**src/design/tlc_pkg.sv**
```systemverilog
// shared types, constants and helper functions of the traffic light controller
`default_nettype none

package tlc_pkg;

  // largest value the edit counter may reach before wrapping to one
  localparam int unsigned MAX_SETTING = 99;

  // lamp bits of one road
  localparam logic [2:0] LAMP_OFF   = 3'b000;
  localparam logic [2:0] LAMP_RED   = 3'b100;
  localparam logic [2:0] LAMP_AMBER = 3'b010;
  localparam logic [2:0] LAMP_GREEN = 3'b001;

  // phase codes of the normal cycle
  localparam logic [1:0] PHASE_R1RED_R2GREEN = 2'd0;
  localparam logic [1:0] PHASE_R1RED_R2AMBER = 2'd1;
  localparam logic [1:0] PHASE_R1GREEN_R2RED = 2'd2;
  localparam logic [1:0] PHASE_R1AMBER_R2RED = 2'd3;

  // reset values of the durations and timer
  localparam logic [6:0] RED_RESET    = 7'd5;
  localparam logic [6:0] AMBER_RESET  = 7'd2;
  localparam logic [6:0] GREEN_RESET  = 7'd3;
  localparam logic [6:0] TIMER_RESET  = 7'd3;
  localparam logic [6:0] EDIT_RESET   = 7'd1;

  // operating mode, one-hot
  typedef enum logic [3:0] {
    MODE_NORMAL = 4'b0001,
    MODE_RED    = 4'b0010,
    MODE_AMBER  = 4'b0100,
    MODE_GREEN  = 4'b1000
  } mode_e;

  // one input word, last field in the lowest bit
  typedef struct packed {
    logic set_press;
    logic inc_hold;
    logic inc_press;
    logic mode_press;
    logic blink_tick;
    logic second_tick;
  } item_t;

  // one result word, last field in the lowest bits
  typedef struct packed {
    logic       show_dashes;
    logic [7:0] right_number;
    logic [7:0] left_number;
    logic [2:0] road2_lamps;
    logic [2:0] road1_lamps;
    logic [1:0] mode_now;
  } result_t;

  // mode number as shown on the output
  function automatic logic [1:0] mode_num(mode_e m);
    logic [1:0] n;
    case (m)
      MODE_NORMAL: n = 2'd0;
      MODE_RED:    n = 2'd1;
      MODE_AMBER:  n = 2'd2;
      MODE_GREEN:  n = 2'd3;
      default:     n = 2'd0;
    endcase
    return n;
  endfunction

  // lamps of both roads for a phase: road one in bits 5..3
  function automatic logic [5:0] phase_lamps(logic [1:0] ph);
    logic [5:0] l;
    case (ph)
      PHASE_R1RED_R2GREEN: l = {LAMP_RED, LAMP_GREEN};
      PHASE_R1RED_R2AMBER: l = {LAMP_RED, LAMP_AMBER};
      PHASE_R1GREEN_R2RED: l = {LAMP_GREEN, LAMP_RED};
      PHASE_R1AMBER_R2RED: l = {LAMP_AMBER, LAMP_RED};
      default:             l = {LAMP_OFF, LAMP_OFF};
    endcase
    return l;
  endfunction

endpackage

`default_nettype wire

```
**src/design/tlc_in_stage.sv**
```systemverilog
// input register of the controller
`default_nettype none

module tlc_in_stage (
  input  wire logic          clk_i,
  input  wire logic          rst_ni,
  input  wire logic          in_valid_i,
  output      logic          in_ready_o,
  input  wire tlc_pkg::item_t in_item_i,
  input  wire logic          take_i,
  output      logic          valid_o,
  output      tlc_pkg::item_t item_o
);
  import tlc_pkg::*;

  logic  valid_q, valid_d;
  item_t item_q;

  // room when empty or when the held word moves on this cycle
  assign in_ready_o = !valid_q || take_i;

  always_comb begin
    valid_d = valid_q;
    if (in_ready_o) begin
      valid_d = in_valid_i;
    end
  end

  // valid flag
  always_ff @(posedge clk_i or negedge rst_ni) begin
    if (!rst_ni) begin
      valid_q <= 1'b0;
    end else begin
      valid_q <= valid_d;
    end
  end

  // payload
  always_ff @(posedge clk_i) begin
    if (in_valid_i && in_ready_o) begin
      item_q <= in_item_i;
    end
  end

  assign valid_o = valid_q;
  assign item_o  = item_q;

endmodule

`default_nettype wire

```
**src/design/tlc_core.sv**
```systemverilog
// controller state and its update for one word
`default_nettype none

module tlc_core (
  input  wire logic             clk_i,
  input  wire logic             rst_ni,
  input  wire logic             en_i,
  input  wire tlc_pkg::item_t   item_i,
  output      tlc_pkg::result_t result_o
);
  import tlc_pkg::*;

  mode_e      mode_q, mode_d;
  logic [1:0] phase_q, phase_d;
  logic [6:0] timer_q, timer_d;
  logic [6:0] red_q, red_d;
  logic [6:0] amber_q, amber_d;
  logic [6:0] green_q, green_d;
  logic [6:0] edit_q, edit_d;
  logic       blink_q, blink_d;
  logic [5:0] lamps_q, lamps_d;

  logic [7:0] sum_q_times;
  logic       cons_now;
  logic [7:0] sum_d_times;
  logic       cons_next;
  logic [2:0] colour;
  logic [7:0] inc_val;
  logic [7:0] timer_ext;
  logic [7:0] amber_ext;

  // durations consistent before the update
  assign sum_q_times = {1'b0, green_q} + {1'b0, amber_q};
  assign cons_now    = ({1'b0, red_q} == sum_q_times);

  // blink colour of the current setup mode
  always_comb begin
    case (mode_q)
      MODE_RED:   colour = LAMP_RED;
      MODE_AMBER: colour = LAMP_AMBER;
      MODE_GREEN: colour = LAMP_GREEN;
      default:    colour = LAMP_AMBER;
    endcase
  end

  // edit value plus one; the wrap to one is applied where it is used
  assign inc_val = {1'b0, edit_q} + 8'd1;

  // next state
  always_comb begin
    mode_d  = mode_q;
    phase_d = phase_q;
    timer_d = timer_q;
    red_d   = red_q;
    amber_d = amber_q;
    green_d = green_q;
    edit_d  = edit_q;
    blink_d = blink_q;
    lamps_d = lamps_q;
    if (mode_q == MODE_NORMAL) begin
      if (!cons_now) begin
        if (item_i.blink_tick) begin
          blink_d = !blink_q;
          lamps_d = !blink_q ? {colour, colour} : 6'd0;
        end
      end else if (item_i.second_tick) begin
        // count down, advance and reload at zero
        if (timer_q != 7'd0) begin
          timer_d = timer_q - 7'd1;
        end
        if (timer_d == 7'd0) begin
          phase_d = phase_q + 2'd1;
          timer_d = phase_d[0] ? amber_q : green_q;
        end
        lamps_d = phase_lamps(phase_d);
      end
      if (item_i.mode_press) begin
        lamps_d = 6'd0;
        mode_d  = MODE_RED;
        edit_d  = red_q;
      end
    end else begin
      if (item_i.blink_tick) begin
        blink_d = !blink_q;
        lamps_d = !blink_q ? {colour, colour} : 6'd0;
      end
      // one button per word in priority order
      if (item_i.mode_press) begin
        lamps_d = 6'd0;
        case (mode_q)
          MODE_RED: begin
            mode_d = MODE_AMBER;
            edit_d = amber_q;
          end
          MODE_AMBER: begin
            mode_d = MODE_GREEN;
            edit_d = green_q;
          end
          default: begin
            mode_d  = MODE_NORMAL;
            phase_d = PHASE_R1RED_R2GREEN;
            timer_d = green_q;
          end
        endcase
      end else if (item_i.inc_press || item_i.inc_hold) begin
        edit_d = (inc_val > 8'(MAX_SETTING)) ? 7'd1 : inc_val[6:0];
      end else if (item_i.set_press) begin
        case (mode_q)
          MODE_RED:   red_d   = edit_q;
          MODE_AMBER: amber_d = edit_q;
          default:    green_d = edit_q;
        endcase
      end
    end
  end

  // durations consistent after the update
  assign sum_d_times = {1'b0, green_d} + {1'b0, amber_d};
  assign cons_next   = ({1'b0, red_d} == sum_d_times);
  assign timer_ext   = {1'b0, timer_d};
  assign amber_ext   = {1'b0, amber_d};

  // result from the updated state
  always_comb begin
    result_o.mode_now     = mode_num(mode_d);
    result_o.road1_lamps  = lamps_d[5:3];
    result_o.road2_lamps  = lamps_d[2:0];
    result_o.left_number  = 8'd0;
    result_o.right_number = 8'd0;
    result_o.show_dashes  = 1'b0;
    if (mode_d == MODE_NORMAL) begin
      if (!cons_next) begin
        result_o.show_dashes = 1'b1;
      end else begin
        result_o.left_number  = timer_ext;
        result_o.right_number = timer_ext;
        if (phase_d == PHASE_R1RED_R2GREEN) begin
          result_o.left_number = timer_ext + amber_ext;
        end else if (phase_d == PHASE_R1GREEN_R2RED) begin
          result_o.right_number = timer_ext + amber_ext;
        end
      end
    end else begin
      result_o.left_number  = {6'd0, mode_num(mode_d)} + 8'd1;
      result_o.right_number = {1'b0, edit_d};
    end
  end

  // state registers, updated once per word
  always_ff @(posedge clk_i or negedge rst_ni) begin
    if (!rst_ni) begin
      mode_q  <= MODE_NORMAL;
      phase_q <= PHASE_R1RED_R2GREEN;
      timer_q <= TIMER_RESET;
      red_q   <= RED_RESET;
      amber_q <= AMBER_RESET;
      green_q <= GREEN_RESET;
      edit_q  <= EDIT_RESET;
      blink_q <= 1'b0;
      lamps_q <= 6'd0;
    end else if (en_i) begin
      mode_q  <= mode_d;
      phase_q <= phase_d;
      timer_q <= timer_d;
      red_q   <= red_d;
      amber_q <= amber_d;
      green_q <= green_d;
      edit_q  <= edit_d;
      blink_q <= blink_d;
      lamps_q <= lamps_d;
    end
  end

endmodule

`default_nettype wire

```
**src/design/tlc_out_stage.sv**
```systemverilog
// result register of the controller
`default_nettype none

module tlc_out_stage (
  input  wire logic             clk_i,
  input  wire logic             rst_ni,
  input  wire logic             load_i,
  input  wire tlc_pkg::result_t result_i,
  output      logic             free_o,
  output      logic             out_valid_o,
  input  wire logic             out_ready_i,
  output      tlc_pkg::result_t result_o
);
  import tlc_pkg::*;

  logic    valid_q, valid_d;
  result_t result_q;

  // free when empty or when the held word is taken now
  assign free_o = !valid_q || out_ready_i;

  always_comb begin
    valid_d = valid_q;
    if (free_o) begin
      valid_d = load_i;
    end
  end

  // valid flag
  always_ff @(posedge clk_i or negedge rst_ni) begin
    if (!rst_ni) begin
      valid_q <= 1'b0;
    end else begin
      valid_q <= valid_d;
    end
  end

  // payload
  always_ff @(posedge clk_i) begin
    if (load_i) begin
      result_q <= result_i;
    end
  end

  assign out_valid_o = valid_q;
  assign result_o    = result_q;

endmodule

`default_nettype wire

```
**src/design/traffic_light_controller_with_setup.sv**
```systemverilog
// top level of the two-road traffic light controller with setup modes
//
//   channel  | dir | fields (lowest bit first)
//   s_axis   | in  | second_tick, blink_tick, mode_press, inc_press, inc_hold, set_press
//   m_axis   | out | mode_now, road1_lamps, road2_lamps, left_number, right_number,
//            |     | show_dashes
//
// one word per clock sustained while the result side does not stall; a taken word passes
// through the input register, then the state update into the result register
// rst_ni clears the valid flags and controller state at once to normal mode, phase zero, timer 3, durations 5/2/3
// a stalled result holds the update; the input register keeps taking a word while the
// result register is being emptied in the same cycle
`default_nettype none

module traffic_light_controller_with_setup (
  input  wire logic        clk_i,
  input  wire logic        rst_ni,
  input  wire logic        s_axis_tvalid,
  output      logic        s_axis_tready,
  // [0] second_tick [1] blink_tick [2] mode_press [3] inc_press [4] inc_hold
  // [5] set_press [7:6] zero
  input  wire logic [7:0]  s_axis_tdata,
  output      logic        m_axis_tvalid,
  input  wire logic        m_axis_tready,
  // [1:0] mode_now [4:2] road1_lamps [7:5] road2_lamps [15:8] left_number
  // [23:16] right_number [24] show_dashes [31:25] zero
  output      logic [31:0] m_axis_tdata
);
  import tlc_pkg::*;

  item_t   in_item;
  item_t   stage_item;
  logic    stage_valid;
  logic    out_free;
  logic    advance;
  result_t core_result;
  result_t out_result;

  assign in_item = item_t'(s_axis_tdata[5:0]);

  // word moves into the result register when that register has room
  assign advance = stage_valid && out_free;

  // input register
  tlc_in_stage u_in (
    .clk_i      (clk_i),
    .rst_ni     (rst_ni),
    .in_valid_i (s_axis_tvalid),
    .in_ready_o (s_axis_tready),
    .in_item_i  (in_item),
    .take_i     (out_free),
    .valid_o    (stage_valid),
    .item_o     (stage_item)
  );

  // state update
  tlc_core u_core (
    .clk_i    (clk_i),
    .rst_ni   (rst_ni),
    .en_i     (advance),
    .item_i   (stage_item),
    .result_o (core_result)
  );

  // result register
  tlc_out_stage u_out (
    .clk_i       (clk_i),
    .rst_ni      (rst_ni),
    .load_i      (advance),
    .result_i    (core_result),
    .free_o      (out_free),
    .out_valid_o (m_axis_tvalid),
    .out_ready_i (m_axis_tready),
    .result_o    (out_result)
  );

  assign m_axis_tdata = {7'd0, out_result};

endmodule

`default_nettype wire

```
**config.mk**
```make
export PLATFORM = sky130hd
export DESIGN_NAME = traffic_light_controller_with_setup
export DESIGN_NICKNAME = d
export VERILOG_FILES = /design/src/design/tlc_pkg.sv /design/src/design/tlc_in_stage.sv /design/src/design/tlc_core.sv /design/src/design/tlc_out_stage.sv /design/src/design/traffic_light_controller_with_setup.sv
export SDC_FILE = /design/constraint.sdc
export NUM_CORES = 1
export LEC_CHECK = 0
export ABC_AREA = 1
export BUFFER_PORTS_ARGS = -buffer_cell sky130_fd_sc_hd__buf_2
export CAP_MARGIN = 20
export CORE_ASPECT_RATIO = 2
export CORE_MARGIN = 4
export CORE_UTILIZATION = 57
export CTS_BUF_LIST = sky130_fd_sc_hd__clkbuf_8
export DETAILED_ROUTE_END_ITERATION = 16
export PLACE_DENSITY = 0.87
export SETUP_SLACK_MARGIN = 0.2
export SLEW_MARGIN = 0
export SYNTH_ARGS = -nofsm -noshare
export SYNTH_HDL_FRONTEND = slang
export SYNTH_SLANG_ARGS = --single-unit
export TNS_END_PERCENT = 1
```
**constraint.sdc**
```tcl
create_clock -name clk_i -period 3.9 [get_ports clk_i]
set_input_delay 0.585 -clock clk_i [delete_from_list [all_inputs] [get_ports clk_i]]
set_output_delay 0.585 -clock clk_i [all_outputs]
set_load 0.05 [all_outputs]
```
; ---- Yosys cells after proc, flatten, opt, wreduce, memory -nomap -nowiden
; Index checks and enable logic that the tools add are counted.
; W data, S select, Z words.
[word_totals]
reg_bits = 81
in_bits = 12
out_inout_bits = 34
wordCells = 130
[classes]
add_sub_neg = 7
order_cmp = 1
eq_ne = 15
mux = 65
n_bitwise = 3
n_reduce_logical = 15
[op_table]
columns = cell, n
row1 = $mux W7, 33
row2 = $mux W6, 7
row3 = $mux W15, 2
row4 = $add A7 B7 Y8, 3
row5 = $pmux W6 S4, 1
row6 = $mux W2, 10
row7 = $eq A7 B8 Y1, 2
row8 = $pmux W7 S2, 1
row9 = $mux W4, 3
row10 = $add A7 B1 Y8 const B, 1
row11 = $eq A4 B1 Y1 const B, 2
row12 = $eq A4 B2 Y1 const B, 2
row13 = $eq A4 B3 Y1 const B, 2
row14 = $eq A4 B4 Y1 const B, 2
row15 = $gt A8 B7 Y1 const B, 1
row16 = $mux W8, 1
row17 = $pmux W4 S2, 1
row18 = $logic_not A7 Y1, 1
row19 = $reduce_bool A7 Y1, 1
row20 = $sub A7 B1 Y7 const B, 1
row21 = $eq A2 B2 Y1 const B, 3
row22 = $pmux W2 S3, 1
row23 = $pmux W3 S2, 1
row24 = $logic_not A2 Y1, 2
row25 = other kinds (12), 22

; ---- Logic depth before layout (Yosys ltp)
; Gate-level depths: netlist of run 1.
[depth]
word_depth = 18
depth_mapped = 30
ltp_nobuf = 30

; ---- Cells and area by module
; Synthesis of run 1 repeated with hierarchy kept, for this count alone.
[hier_totals]
hier_cells = 869
area_unflattened_um2 = 6263.5
[modules_own_cells]
columns = module, instances, cells_each, area_each_um2, seq_area_each_um2
row1 = tlc_core, 1, 817, 5178.7, 1212.4
row2 = tlc_out_stage, 1, 30, 795.8, 775.7
row3 = tlc_in_stage, 1, 12, 225.2, 205.2
row4 = traffic_light_controller_with_setup, 1, 10, 63.8, 0.0

; ---- Worst setup path before layout of run 1
; OpenSTA, ideal clock, no wires.
[synth_path]
kind = register to register
startpoint = reg u_core.green_q[0]
endpoint = reg u_out.result_q, in the netlist u_out.result_o[15] (data pin)
setup_time_ns = 0.260
arrival_time_ns = 3.922
t_required_ns = 3.640
setup_slack_ns = -0.283
stages_incl_launch_ff = 27
period_less_slack_ns = 4.183
path_cell_list = dfstp_2 ha_1 inv_1 fa_1 nor2_1 nor2_1 nand2_1 nor2_1 nand2_1 nor2_1 nand3_1 nor2_1 nand2_1 nand2_1 nand3_1 nand2_1 inv_1 ha_1 a21oi_1 nand2_1 a21oi_1 inv_1 a21oi_1 nor2_1 or2_2 a21oi_1 nor3b_1
[synth_between]
word_cells_on_any_way = 23
classes_between = 3 x add/sub / 2 x eq/ne / 17 x mux / 1 x reduce/logical
[synth_rtl]
columns = item, line
row1 = start: declaration, tlc_core.sv:18  ; logic [6:0] green_q, green_d;
row2 = start signal: assignment, tlc_core.sv:167  ; green_q <= green_d;
row3 = $add A7 B7 Y8, tlc_core.sv:33  ; assign sum_q_times = {1'b0, green_q} + {1'b0, amber_q};
row4 = $eq A7 B8 Y1, tlc_core.sv:34  ; assign cons_now = ({1'b0, red_q} == sum_q_times);
row5 = $mux W7, tlc_core.sv:61  ; if (!cons_now) begin
row6 = $mux W7, tlc_core.sv:60  ; if (mode_q == MODE_NORMAL) begin
row7 = via u_core.timer_d[2], tlc_core.sv:15  ; logic [6:0] timer_q, timer_d;
row8 = $add A7 B7 Y8, tlc_core.sv:138  ; result_o.left_number = timer_ext + amber_ext;
row9 = $mux W8, tlc_core.sv:137  ; if (phase_d == PHASE_R1RED_R2GREEN) begin
row10 = $mux W15, tlc_core.sv:132  ; if (!cons_next) begin
row11 = $mux W15, tlc_core.sv:131  ; if (mode_d == MODE_NORMAL) begin
row12 = end signal: assignment, tlc_out_stage.sv:41  ; result_q <= result_i;
row13 = end: declaration, tlc_out_stage.sv:17  ; result_t result_q;
; The timed path passes the listed nets, and every way through them passes these cells.
; A chain may end at the register's enable or synchronous reset.

==> results.txt, run 1 <==
The flow ran to the end, but the final reports show violations. The final reports fail on negative setup slack. The first global-routing pass estimated 32600 um of wire. The final non-filler cell area is 0.00743 mm2.

The power density normalized to cell area came out at 991 mW/mm2. The first detailed-routing pass ran for 7 iterations. The number of rows created at floorplan came out at 53. For this run, design rule violations remaining after detail routing come to 0. For the pin with the worst max-slew slack, the measured transition is 851 ps. The count of yosys warnings during synthesis came out at 0. The TritonCTS buffer count came out at 9. The ratio of cells with drive above 1 in the final layout came out at 21.1%. The switching part of the total power is 53.2%. Yosys attributes the largest share of cell area to dfrtp_1, edfxtp_1, nand2_1, o21ai_0, nand3_1. The min-delay analysis places its worst path in the category input port to async pin. At the worst endpoint, the arrival time is 4250 ps. In this run the cell area of the synthesized design comes to 0.00617 mm2. The horizontal die dimension is 81.6 um. The average routed wire per standard cell is 18.8 um.

The overall routing resource usage came out at 34.8%. By instance count, the leading cell after synthesis is nand2_1. The repair_antennas step left the layout with diodes totalling 0. The number of cells produced by synthesis is 884. Of the total power, the clock network draws 10.2%.

The fraction of registers with async set/reset is 61.7%. The routability congestion estimate from global placement is 0.988. dfrtp_1 takes more of the synthesized area than any other cell. Across the routed clock network, the largest skew measured is 8.08 ps.

The tool flagged a number of max-cap violations equal to 0. The TritonCTS clock tree is built. The cell at the root of the clock tree is clkbuf_8. The mean instance size in the synthesized netlist is 6.98 um2. The synthesized flop and latch total is 81.

After layout, the minimum clock period comes to 4090 ps. The clock tree buffer depth came out at 2. The number of antenna-violating nets in the routed design came out at 0. Summed over all layers, the routed wires come to 21000 um. The final number of hold-violating endpoints came out at 0. After layout, the worst setup slack is -187 ps.

In the finished design, the share of the clock period the worst path needs comes to 105%. In this run the power spent charging and discharging nets is 0.00392 W. The die is 155 um tall. The critical path class is flip-flop to flip-flop. The H-tree level count is 3. The detailed-route vias per instance came out at 5.97. The setup TNS after final layout is -809 ps. The worst setup path is launched from a flip-flop. The total of buffers placed on input and output ports came out at 36.

The share of synthesized area occupied by flip-flops and latches is 35.6%. The power share of the sequential group came out at 21.8%. The top-level I/O count is 46.

The area share of the largest cell type after synthesis came out at 16.6%. The total via count in the routed design is 6672. The cell that appears most often on the critical path is nand2_1.

Clock tree synthesis found a total of 81 sinks. The core box area came out at 0.0105 mm2. The count of flip-flops with a built-in enable after synthesis is 31. The required time of the critical path is 4060 ps.

Detailed placement finished with a half-perimeter wire length of 15100 um. The type of element capturing the critical path is a flip-flop. The initial antenna violation count is 0.

Counting instances in the post-synthesis netlist gives the leading cell types as nand2_1, inv_1, o21ai_0. The violation count after the first detailed-route iteration came out at 611. The worst relative slew slack came out at 43.2%.

The effective utilization at floorplan came out at 58.5%. The number of max-slew violations in the final report is 0. The die covers 0.0126 mm2. The maximum operating frequency came out at 245 MHz.

Of all nets on the critical path, the largest fanout is 5. On the critical path, the stage with the largest delay is an instance of dfstp_2. In the synthesized netlist the dominant register cell turns out to be dfrtp_1.

Entering global routing, the biggest net connects 53 pins. The area added between synthesis and finish is 20.5%. The logic gate share of total power came out at 67.9%.

The clock edge transition at the registers on the reported setup and hold paths came out at 100 ps. For the worst-skew pair, the clock arrives at the later sink with an insertion delay of 400 ps. The worst-case IR drop observed on VDD is 0.596 mV. The leakage power total came out at 3.65 nW. The total overflow reported by the global router is 0. On the worst path, the slowest cell contributes a delay of 570 ps. Setup repair after global routing could not meet its margin everywhere. The number of global-route vias before repair is 6400. The count of final setup violators is 7. The placed instances occupy a cell area of 0.00698 mm2.

Cell internal power was estimated by the tool at 0.00345 W. The net count of the finished layout is 1017. Counting distinct cell types in the post-synthesis netlist gives 45.
==> power groups by stage <==
stage | clock [W] | sequential, W | combinational (W)
floorplan | 0 | 0.00176 | 0.00273
global placement | 0 | 0.00159 | 0.00443
detailed placement | 0 | 0.00160 | 0.00454
CTS | 0.000750 | 0.00158 | 0.00466
global route | 0.000781 | 0.00163 | 0.00548
finish | 0.000754 | 0.00161 | 0.00500
==> cell families after synthesis <==
logic type      Yosys count  synth area share, %
buf+inv                 155                 10.2
fa+ha+maj                29                 6.25
flops                    81                 35.6
simple gates            417                 29.5
xor+xnor                 22                 3.12
other cells               1               0.0608
compound gates          179                 15.3
==> worst max-delay path, delay by kind of cell, from the launching register on <==
kind	cells	cell delay (ps)
AND/OR/NAND/NOR	16	1500
adder cells (fa/ha/maj)	3	830
flip-flops	1	570
buffers and inverters	5	410
AO/OA/AOI/OAI	3	350
XOR/XNOR	1	190
==> sequential cells by signal, summed over array words and instances (netlist names) <==
register	cells
u_in.item_o	6
u_core.mode_q	4
u_core.lamps_q	6
u_core.timer_q	7
u_out.result_o	25
u_core.edit_q	7
u_core.phase_q	2
u_core.green_q	7
u_core.blink_q	1
u_out.out_valid_o	1
u_core.amber_q	7
u_in.valid_o	1
u_core.red_q	7
==> layout make-up <==
cell class	instances	area [um2]
Clock inverter	7	109
Inverter	119	447
Timing Repair Buffer	111	776
Fill cell	830	3110
Sequential cell	81	2190
Multi-Input combinational cell	654	3610
Tap cell	137	171
Clock buffer	9	124
==> routing by layer <==
metal  global-route usage (%)  part of all wire, %  routed length (um)  up-vias
met5                        0                    0                   0        -
met4                     29.7                  9.9                2070        0
met3                     5.16                  7.2                1510      157
met2                     59.8                   51               10700      402
met1                     35.3                   32                6650     3034
li1                         -                    -                   -     3079
==> layout by cell type (no fill, tap or decap), types with 10 or more instances in the layout <==
cell type,count
nor2_1,52
nand2_2,10
buf_2,36
inv_1,104
nand3_1,87
buf_4,71
ha_1,20
nand2_1,226
a21oi_1,40
edfxtp_1,31
inv_2,14
o21ai_0,103
xor2_1,12
dfrtp_1,41
==> repair_timing <==
action	CTS	global route
setup endpoints to repair	11	16
setup buffers	0	2
gates resized for setup	14	31
hold buffers	0	0
pin swaps	14	10
cloned	0	0
==> metrics by stage <==
step                utilization (%)  setup WS, ps  instances  total power (W)  hold WS (ps)
floorplan                         -          63.2        890          0.00449           289
global placement               66.2         -70.8       1099          0.00602           494
detailed placement             66.2          -186       1099          0.00614           510
CTS                            69.0          -138       1115          0.00699           354
global route                   70.5          -412       1118          0.00789          37.5
finish                         70.5          -187       1118          0.00736          15.8
==> final timing paths <==
| path | end | depth (start not counted) | slack (ps) | from |
|---|---|---|---|---|
| worst max-delay path | u_out.result_o[22]$_DFFE_PP_ | 28 | -190 | u_core.green_q[0]$_DFFE_PN1P_ |
| worst min-delay path | u_core.timer_q[6]$_DFFE_PN0P_ | 1 | 20 | rst_ni |
| worst max register to register | u_out.result_o[22]$_DFFE_PP_ | 28 | -190 | u_core.green_q[0]$_DFFE_PN1P_ |
| worst min register to register | u_out.out_valid_o$_DFFE_PN0P_ | 2 | 530 | u_out.out_valid_o$_DFFE_PN0P_ |
| max in group asynchronous | u_core.mode_q[0]$_DFFE_PN1P_ | 2 | 3340 | rst_ni |
| min in group clk_i | u_in.item_o[1]$_DFFE_PP_ | 1 | 350 | s_axis_tdata[1] |
(Power assumes the default switching activity.)
==> run 2: changes to the inputs <==
--- a/config.mk
+++ b/config.mk
@@ -5,11 +5,11 @@
 export SDC_FILE = /design/constraint.sdc
 export NUM_CORES = 1
 export LEC_CHECK = 0
-export ABC_AREA = 1
+export ABC_AREA = 0
 export BUFFER_PORTS_ARGS = -buffer_cell sky130_fd_sc_hd__buf_2
 export CAP_MARGIN = 20
 export CORE_ASPECT_RATIO = 2
-export CORE_MARGIN = 4
+export CORE_MARGIN = 10
 export CORE_UTILIZATION = 57
 export CTS_BUF_LIST = sky130_fd_sc_hd__clkbuf_8
 export DETAILED_ROUTE_END_ITERATION = 16
==> run 2 against run 1 <==
Against the previous run:
- the run still ends with negative setup slack left
- non-clock buffer count is 37 higher
- clock power is 16% lower
- total power is 12% lower
- setup slack worse by 110 ps
- clock-buffer cell count stayed put
- flip-flop and latch count stayed put
- combinational power is 11% lower
- die area is 26% higher
- critical endpoint is now u_out.result_o[21]$_DFFE_PP_
==> results.txt, run 2 <==
The run finished, with violations left. The checks that failed: negative setup slack. The total power of the final layout is 0.00650 W. The mapped cell area is 0.00629 mm2. The critical path goes through ha_4, a21o_1, a221oi_2, buf_4, o211a_1, o211ai_1, nor3_4, buf_6, mux2i_4, ha_1, a21o_1, a21oi_2, nor2b_1, o21a_1, nor2_2, xnor2_2, a32oi_1, nand2_1. The final routed DRC violation total came out at 0. The top-level I/O count came out at 46. The reg-to-reg setup timing slack is -300 ps.

IR analysis of the VDD net gives a maximum drop of 0.402 mV. Clock-pin slew was measured on the worst setup and hold paths at 90 ps. After layout, the worst path uses 108% of the clock period. The area added between synthesis and finish came out at 23.0%. The violation count after the first detailed-route iteration came out at 512. The worst hold path belongs to the class input port to async pin. By count the netlist is led by nand2_1, nor2_1, dfrtp_1. Entering global routing, the biggest net connects 58 pins. The count of flip-flops with a built-in enable after synthesis is 31. The detailed router placed 6185 vias in this run. The worst-margin pin slew is 1300 ps.

The routability congestion estimate from global placement is 1.00. The proportion of power drawn by the clock network came out at 9.7%. The die is 169 um tall.

The later-pin clock latency in the skew report came out at 380 ps. Registers are responsible for 21.9% of the overall power. A synthesized cell averages 8.88 um2. Cell internal power was estimated by the tool at 0.00341 W. The utilization after layout is 71.2%. For this run, the number of Yosys warnings is 0. The critical path class is flip-flop to flip-flop. The net count of the finished layout came out at 868.

The post-route non-filler standard cell count is 972. The first global-routing pass estimated 32000 um of wire. Setup repair after global routing could not meet its margin everywhere. The overall routing resource usage came out at 25.6%. The cell at the root of the clock tree is clkbuf_8. The worst setup path startpoint is u_core.amber_q[1]$_DFFE_PN1P_. The count of fill cells added during filler insertion is 808.

In this run the deepest clock path goes through 2 buffers. The largest individual stage delay along the critical path comes from the cell dfstp_2. The clock net sink count is 81.

The post-synthesis cell type count is 79. In the synthesized netlist the dominant register cell turns out to be dfrtp_1. Of the total power, the share spent switching nets is 47.5%.

The synthesized flop and latch total is 81. The horizontal die dimension is 94.3 um. The TritonCTS buffer count is 9.

The total of buffers placed on input and output ports came out at 36. The average routed wire per standard cell came out at 21.2 um. The number of flip-flops in the largest register is 25.

The core box area came out at 0.0109 mm2. In the post-synthesis netlist, the cell with the most instances is nand2_1. After synthesis, flip-flops and latches occupy 34.9% of the total area.

The diode insertion count for antenna repair came out at 0. The ratio of cells with drive above 1 in the final layout came out at 31.5%. The number of global-route vias before repair is 6337. The number of max-slew violations in the final report came to 0. The placed wire-length estimate came out at 15700 um.

The total overflow reported by the global router came out at 0. After detailed routing, the number of vias per cell comes to 6.36. The worst setup slack after layout is -297 ps. The library cell used most frequently in the layout, excluding fill and tap cells, is buf_4. Counting stages on the worst path, the most repeated cell is a21o_1. The worst stage delay on the critical path came out at 580 ps. In this run the worst path has a maximum fanout of 5. For the worst flop-to-flop path, the logic depth is 18. The leakage power total is 3.32 nW.

Setup violations remaining at the end of the flow were counted as 15. The required time of the critical path came out at 4040 ps. TritonCTS built the clock tree. The clock tree synthesis step divided the H-tree into 3 levels. The power density normalized to cell area is 839 mW/mm2. The biggest area consumer among synthesized cells is dfrtp_1. The final number of hold-violating endpoints came out at 0. The power dissipated by switching net loads is 0.00309 W. The fraction of registers with async set/reset is 61.7%. The number of maximum-capacitance constraint violations is 0. The area share of the largest cell type after synthesis is 16.3%. By area the synthesized netlist is led by dfrtp_1, edfxtp_1, ha_1, mux2i_1, nand2_1. Leaving out fill and tap cells, the most frequent cells in the layout are buf_4, nand2_1, nor2_1. The post-detailed-routing wire length is 20600 um. The endpoint identified for the worst register-to-register timing path is u_out.result_o[21]$_DFFE_PP_. The type of element capturing the critical path is a flip-flop. The worst path arrival time came out at 4340 ps. The critical path ends at u_out.result_o[21]$_DFFE_PP_. The effective utilization at floorplan came out at 57.9%. The initial antenna violation count came out at 0. The number of cells produced by synthesis came out at 709. Timing would allow up to 238 MHz. The worst relative slew slack came out at 12.6%. The instance count after placement with tap cells included is 954. The worst setup path is launched from a flip-flop. The overall die area came out at 0.0159 mm2. The smallest clock period supported by the final layout is computed as 4200 ps. The reg-to-reg startpoint is u_core.amber_q[1]$_DFFE_PN1P_.

The worst setup skew after layout is 11.6 ps. The logic gate share of total power is 68.4%. The number of rows created at floorplan came out at 54. The number of antenna-violating nets in the routed design came out at 0. The first TritonRoute pass finished after 5 iterations.
run 2: power groups by stage:
stage               clock network (W)  logic [W]  registers, W
global placement                    0    0.00386       0.00139
CTS                          0.000629    0.00418       0.00140
detailed placement                  0    0.00402       0.00141
floorplan                           0    0.00244       0.00146
finish                       0.000631    0.00445       0.00142
global route                 0.000664    0.00476       0.00144
run 2: critical path, delay by kind of cell, from the launching register on:
family | cells | cell delay, ps
compound gates | 8 | 1710
xor+xnor | 1 | 100
fa+ha+maj | 2 | 470
buf+inv | 2 | 340
flops | 1 | 580
mux | 1 | 270
simple gates | 4 | 500
run 2: per-layer routing:
metal / wire (um) / GRT usage [%] / vias to the layer above
li1: - / - / 2799
met1: 6970 / 25.2 / 2978
met2: 10800 / 44.2 / 292
met3: 1120 / 4.39 / 116
met4: 1740 / 22.1 / 0
met5: 0 / 0 / -
run 2: final cells by class:
cell class	instances	area (um2)	area share [%]
Timing Repair Buffer	148	1020	13.2
Tap cell	140	175	2.26
Clock buffer	9	124	1.60
Multi-Input combinational cell	567	4090	52.8
Sequential cell	81	2190	28.3
Inverter	20	75.1	0.970
Clock inverter	7	65.1	0.840
run 2: per-stage QoR:
step	setup slack, ps	TNS [ps]	cell area, um2	hold WS [ps]
2_1_floorplan	-223	-2170	6380	289
3_3_place_gp	-270	-2620	7310	455
3_5_place_dp	-473	-4420	7310	484
4_1_cts	-289	-2350	7600	324
5_1_grt	-355	-4370	7740	367
6_report	-297	-2140	7740	317
run 2: how the worst min path moves through the flow:
stage / from / endpoint / slack, ps / cells past startpoint
floorplan: rst_ni / u_core.amber_q[0]$_DFFE_PN0P_ / 290 / 0
global placement: u_core.blink_q$_DFFE_PN0P_ / u_core.blink_q$_DFFE_PN0P_ / 450 / 1
detailed placement: u_core.blink_q$_DFFE_PN0P_ / u_core.blink_q$_DFFE_PN0P_ / 480 / 1
CTS: rst_ni / u_core.amber_q[5]$_DFFE_PN0P_ / 320 / 1
global route: rst_ni / u_core.lamps_q[0]$_DFFE_PN0P_ / 370 / 1
finish: rst_ni / u_core.amber_q[5]$_DFFE_PN0P_ / 320 / 1
run 2: kinds of logic after synthesis:
family,count (synthesis),synth area share [%]
xor+xnor,33,4.59
compound gates,159,16.7
mux,57,9.62
fa+ha+maj,29,6.12
other cells,1,0.0596
buf+inv,67,5.07
simple gates,282,23.0
flops,81,34.9
run 2: timing repair:
action | 4_1_cts | 5_1_grt
setup endpoints to repair | 17 | 21
pin swaps | 14 | 23
gates resized for setup | 22 | 23
buffers inserted | 1 | 1
hold buffers | 0 | 0
==> run 3: changes to the inputs <==
--- a/config.mk
+++ b/config.mk
@@ -5,7 +5,7 @@
 export SDC_FILE = /design/constraint.sdc
 export NUM_CORES = 1
 export LEC_CHECK = 0
-export ABC_AREA = 0
+export ABC_AREA = 1
 export BUFFER_PORTS_ARGS = -buffer_cell sky130_fd_sc_hd__buf_2
 export CAP_MARGIN = 20
 export CORE_ASPECT_RATIO = 2
@@ -13,6 +13,7 @@
 export CORE_UTILIZATION = 57
 export CTS_BUF_LIST = sky130_fd_sc_hd__clkbuf_8
 export DETAILED_ROUTE_END_ITERATION = 16
+export GPL_TIMING_DRIVEN = 0
 export PLACE_DENSITY = 0.87
 export SETUP_SLACK_MARGIN = 0.2
 export SLEW_MARGIN = 0
==> run 3 against run 2 <==
Against the previous run:
- the flow still finishes with violations (negative setup slack)
- register-to-register slack lost 80 ps
- via count grew 4.8%
- utilization shrank 4.3 points
- final cell count grew 12%
- die area shrank 1.7%
- critical path type unchanged
- largest cell class unchanged
- largest power group unchanged
==> results.txt, run 3 (same netlist as run 1, synthesis figures left out) <==
The flow ran to the end, but the final reports show violations. The final reports fail on negative setup slack. Global routing consumed, over all layers together, 27.5% of the routing resources. The number of maximum-capacitance constraint violations came out at 0. The horizontal die dimension is 93.6 um. The power dissipated by switching net loads is 0.00379 W. The maximum operating frequency came out at 234 MHz. The initial antenna violation count was 0. The net count of the finished layout is 992. For the pin with the worst max-slew slack, the measured transition is 1090 ps. The min-delay analysis places its worst path in the category input port to async pin. met2 is the most crowded layer. The leakage power total came out at 3.41 nW. The initialized floorplan defines 53 standard-cell rows.

Setup violations remaining at the end of the flow were counted as 14. The global-route wire length before repair is 33600 um. The core box area is 0.0105 mm2. The clock passes through at most 2 buffers. The pin count of the biggest net entering global routing came out at 36. The placed wire-length estimate is 16100 um.

Leaving out fill and tap cells, the most frequent cell in the layout is nand2_1. The internal cell power came out at 0.00293 W. In this run the vertical extent of the chip is 167 um.

For this configuration, the core starts out at a cell density of 58.5%. The clock network accounts for 8.5% of the total power. Cells fill 66.9% of the core in the end. CTS placed an instance of clkbuf_8 at the clock tree root. The pre-antenna-repair detailed-routing pass consisted of 5 iterations. The ratio of cells with drive above 1 in the final layout came out at 16.4%. The final number of hold-violating endpoints is 0. The detailed-route vias per instance is 5.93. The number of antenna-violating nets in the routed design came out at 0. The worst stage delay on the critical path is 570 ps. The number of global-route vias before repair came out at 6468.

The total of buffers placed on input and output ports is 36. The power density normalized to cell area came out at 953 mW/mm2. After detailed routing, the number of remaining DRC violations is 0. The global-route track usage on met3 is 6.05%. The element type at the critical path start is a flip-flop.

The average routed wire per standard cell came out at 19.4 um. For this design, the slowest cell found on the critical path is dfstp_2. The power share of the sequential group is 23.9%. The clock drives 81 sinks. The TritonCTS buffer count is 9. The H-tree level count is 3. The met1 track demand over resource is 26.3%. For this run the aggregate overflow at the end of global routing stands at 0. The kind of cell with the highest combined delay on the critical path is simple AND/OR/NAND/NOR gates. The critical path buffer and inverter count came out at 4. The number of max-slew violations in the final report is 0. The area added between synthesis and finish came out at 14.3%. The worst setup skew after layout is 13.3 ps. The logic gate share of total power is 67.6%. Global routing used 47.3% of the available met2 tracks.

The die covers 0.0156 mm2. Timing analysis after detailed placement gives a worst setup slack of -850 ps. Across the VDD grid, the largest voltage drop is 0.457 mV. The worst path arrival time is 4400 ps. The routability congestion estimate from global placement is 0.991.

The post-detailed-routing wire length came out at 21200 um. The peak fanout along the critical path came out at 5. The critical path is of the flip-flop to flip-flop type. The register with the most flip-flops in the layout has 25 of them. Fill cells in the final layout number 940. In this design, the critical path's most frequently occurring cell is nand2_1. The top-level I/O count is 46. The type of element capturing the critical path is a flip-flop. The total via count in the routed design is 6480. Data on the critical path is required at its endpoint by 4020 ps. The later-pin clock latency in the skew report came out at 360 ps. The final critical-path share of the clock period came out at 110%. The diode insertion count for antenna repair is 0. The switching part of the total power is 56.4%. The violation count after the first detailed-route iteration is 660. The worst setup slack after layout came out at -378 ps. The clock edge transition at the registers on the reported setup and hold paths came out at 100 ps. The final period demand of the worst path is 4280 ps. The worst relative slew slack is 26.7%. The TritonCTS clock tree is built. In the layout the commonest cells are nand2_1, inv_1, o21ai_0. Setup repair after global routing could not meet its margin everywhere.
## run 3: changes by cell type in the layout (fill, tap and decap cells not counted), sizes merged, moves of 9 or more
cell / delta
clkbuf: +20
nand2: +155
o21ai: +74
nor2: -14
nand3: +69
inv: +100
nor3: -11
mux2: -25
mux2i: -32
nand2b: -16
xnor2: -15
buf: -82
and2: -9
## run 3: repair_timing
item                                   CTS  global route
endpoints found under the hold margin    0             0
buffers inserted                         6             6
gates resized for setup                 27            19
setup endpoints to repair               17            17
hold buffers                             0             0
pin swaps                                8            29
## run 3: area by class of cell
type,instances,area [um2],share of cell area [%]
Buffer,36,191,2.72
Clock buffer,9,124,1.76
Clock inverter,7,45.0,0.639
Inverter,119,449,6.37
Multi-Input combinational cell,654,3570,50.7
Sequential cell,81,2190,31.1
Tap cell,137,171,2.43
Timing Repair Buffer,50,302,4.28
## run 3: worst paths after layout
check / from / depth (start not counted) / endpoint / slack (ps)
max in group asynchronous: rst_ni / 2 / u_core.amber_q[1]$_DFFE_PN1P_ / 3110
worst max-delay path: u_core.green_q[0]$_DFFE_PN1P_ / 27 / u_out.result_o[15]$_SDFFCE_PN0P_ / -380
min in group clk_i: s_axis_tdata[4] / 1 / u_in.item_o[4]$_DFFE_PP_ / 390
worst max register to register: u_core.green_q[0]$_DFFE_PN1P_ / 27 / u_out.result_o[15]$_SDFFCE_PN0P_ / -380
worst min-delay path: rst_ni / 1 / u_core.lamps_q[2]$_DFFE_PN0P_ / 160
worst min register to register: u_core.lamps_q[1]$_DFFE_PN0P_ / 2 / u_core.lamps_q[1]$_DFFE_PN0P_ / 520
## run 3: metal layers
metal | up-vias | wire length [um]
met5 | - | 0
li1 | 3026 | -
met1 | 2965 | 6710
met3 | 119 | 1710
met4 | 0 | 1990
met2 | 370 | 10800
## run 3: through the flow
stage / total power [W] / setup TNS, ps / hold WS, ps / cell area [um2] / cells
after floorplan: 0.00449 / 0 / 289 / 6250 / 890
after global placement: 0.00553 / -13120 / 489 / 6600 / 1063
after detailed placement: 0.00563 / -12710 / 501 / 6630 / 1065
after CTS: 0.00641 / -1720 / 168 / 6930 / 1087
after global routing: 0.00722 / -6210 / 182 / 7050 / 1093
final: 0.00672 / -3040 / 165 / 7050 / 1093
## run 3: power by group through the flow
stage	Sequential [W]	Clock [W]	Combinational [W]
after floorplan	0.00176	0	0.00273
after global placement	0.00159	0	0.00393
after detailed placement	0.00160	0	0.00403
after CTS	0.00159	0.000571	0.00425
after global routing	0.00163	0.000605	0.00498
final	0.00161	0.000574	0.00454
## run 3: worst register-to-register path: stages (launching register included)
cell and delay, ps:
dfstp_2 570, ha_4 140, inv_2 40, fa_1 490, nand2_1 80, nand2_1 50, nor2_1 100, nand2_1 60
nor2_1 110, nand2_1 100, nor2_4 140, nand3_2 90, nor2_4 150, buf_6 140, nand3_1 90, nand3_2 130
nand2_4 100, inv_2 100, ha_1 230, nand3_1 80, nand2_1 80, a21oi_2 150, inv_2 60, a21oi_2 160
nor2_1 50, or2_2 280, a21oi_2 190, nor3b_1 70
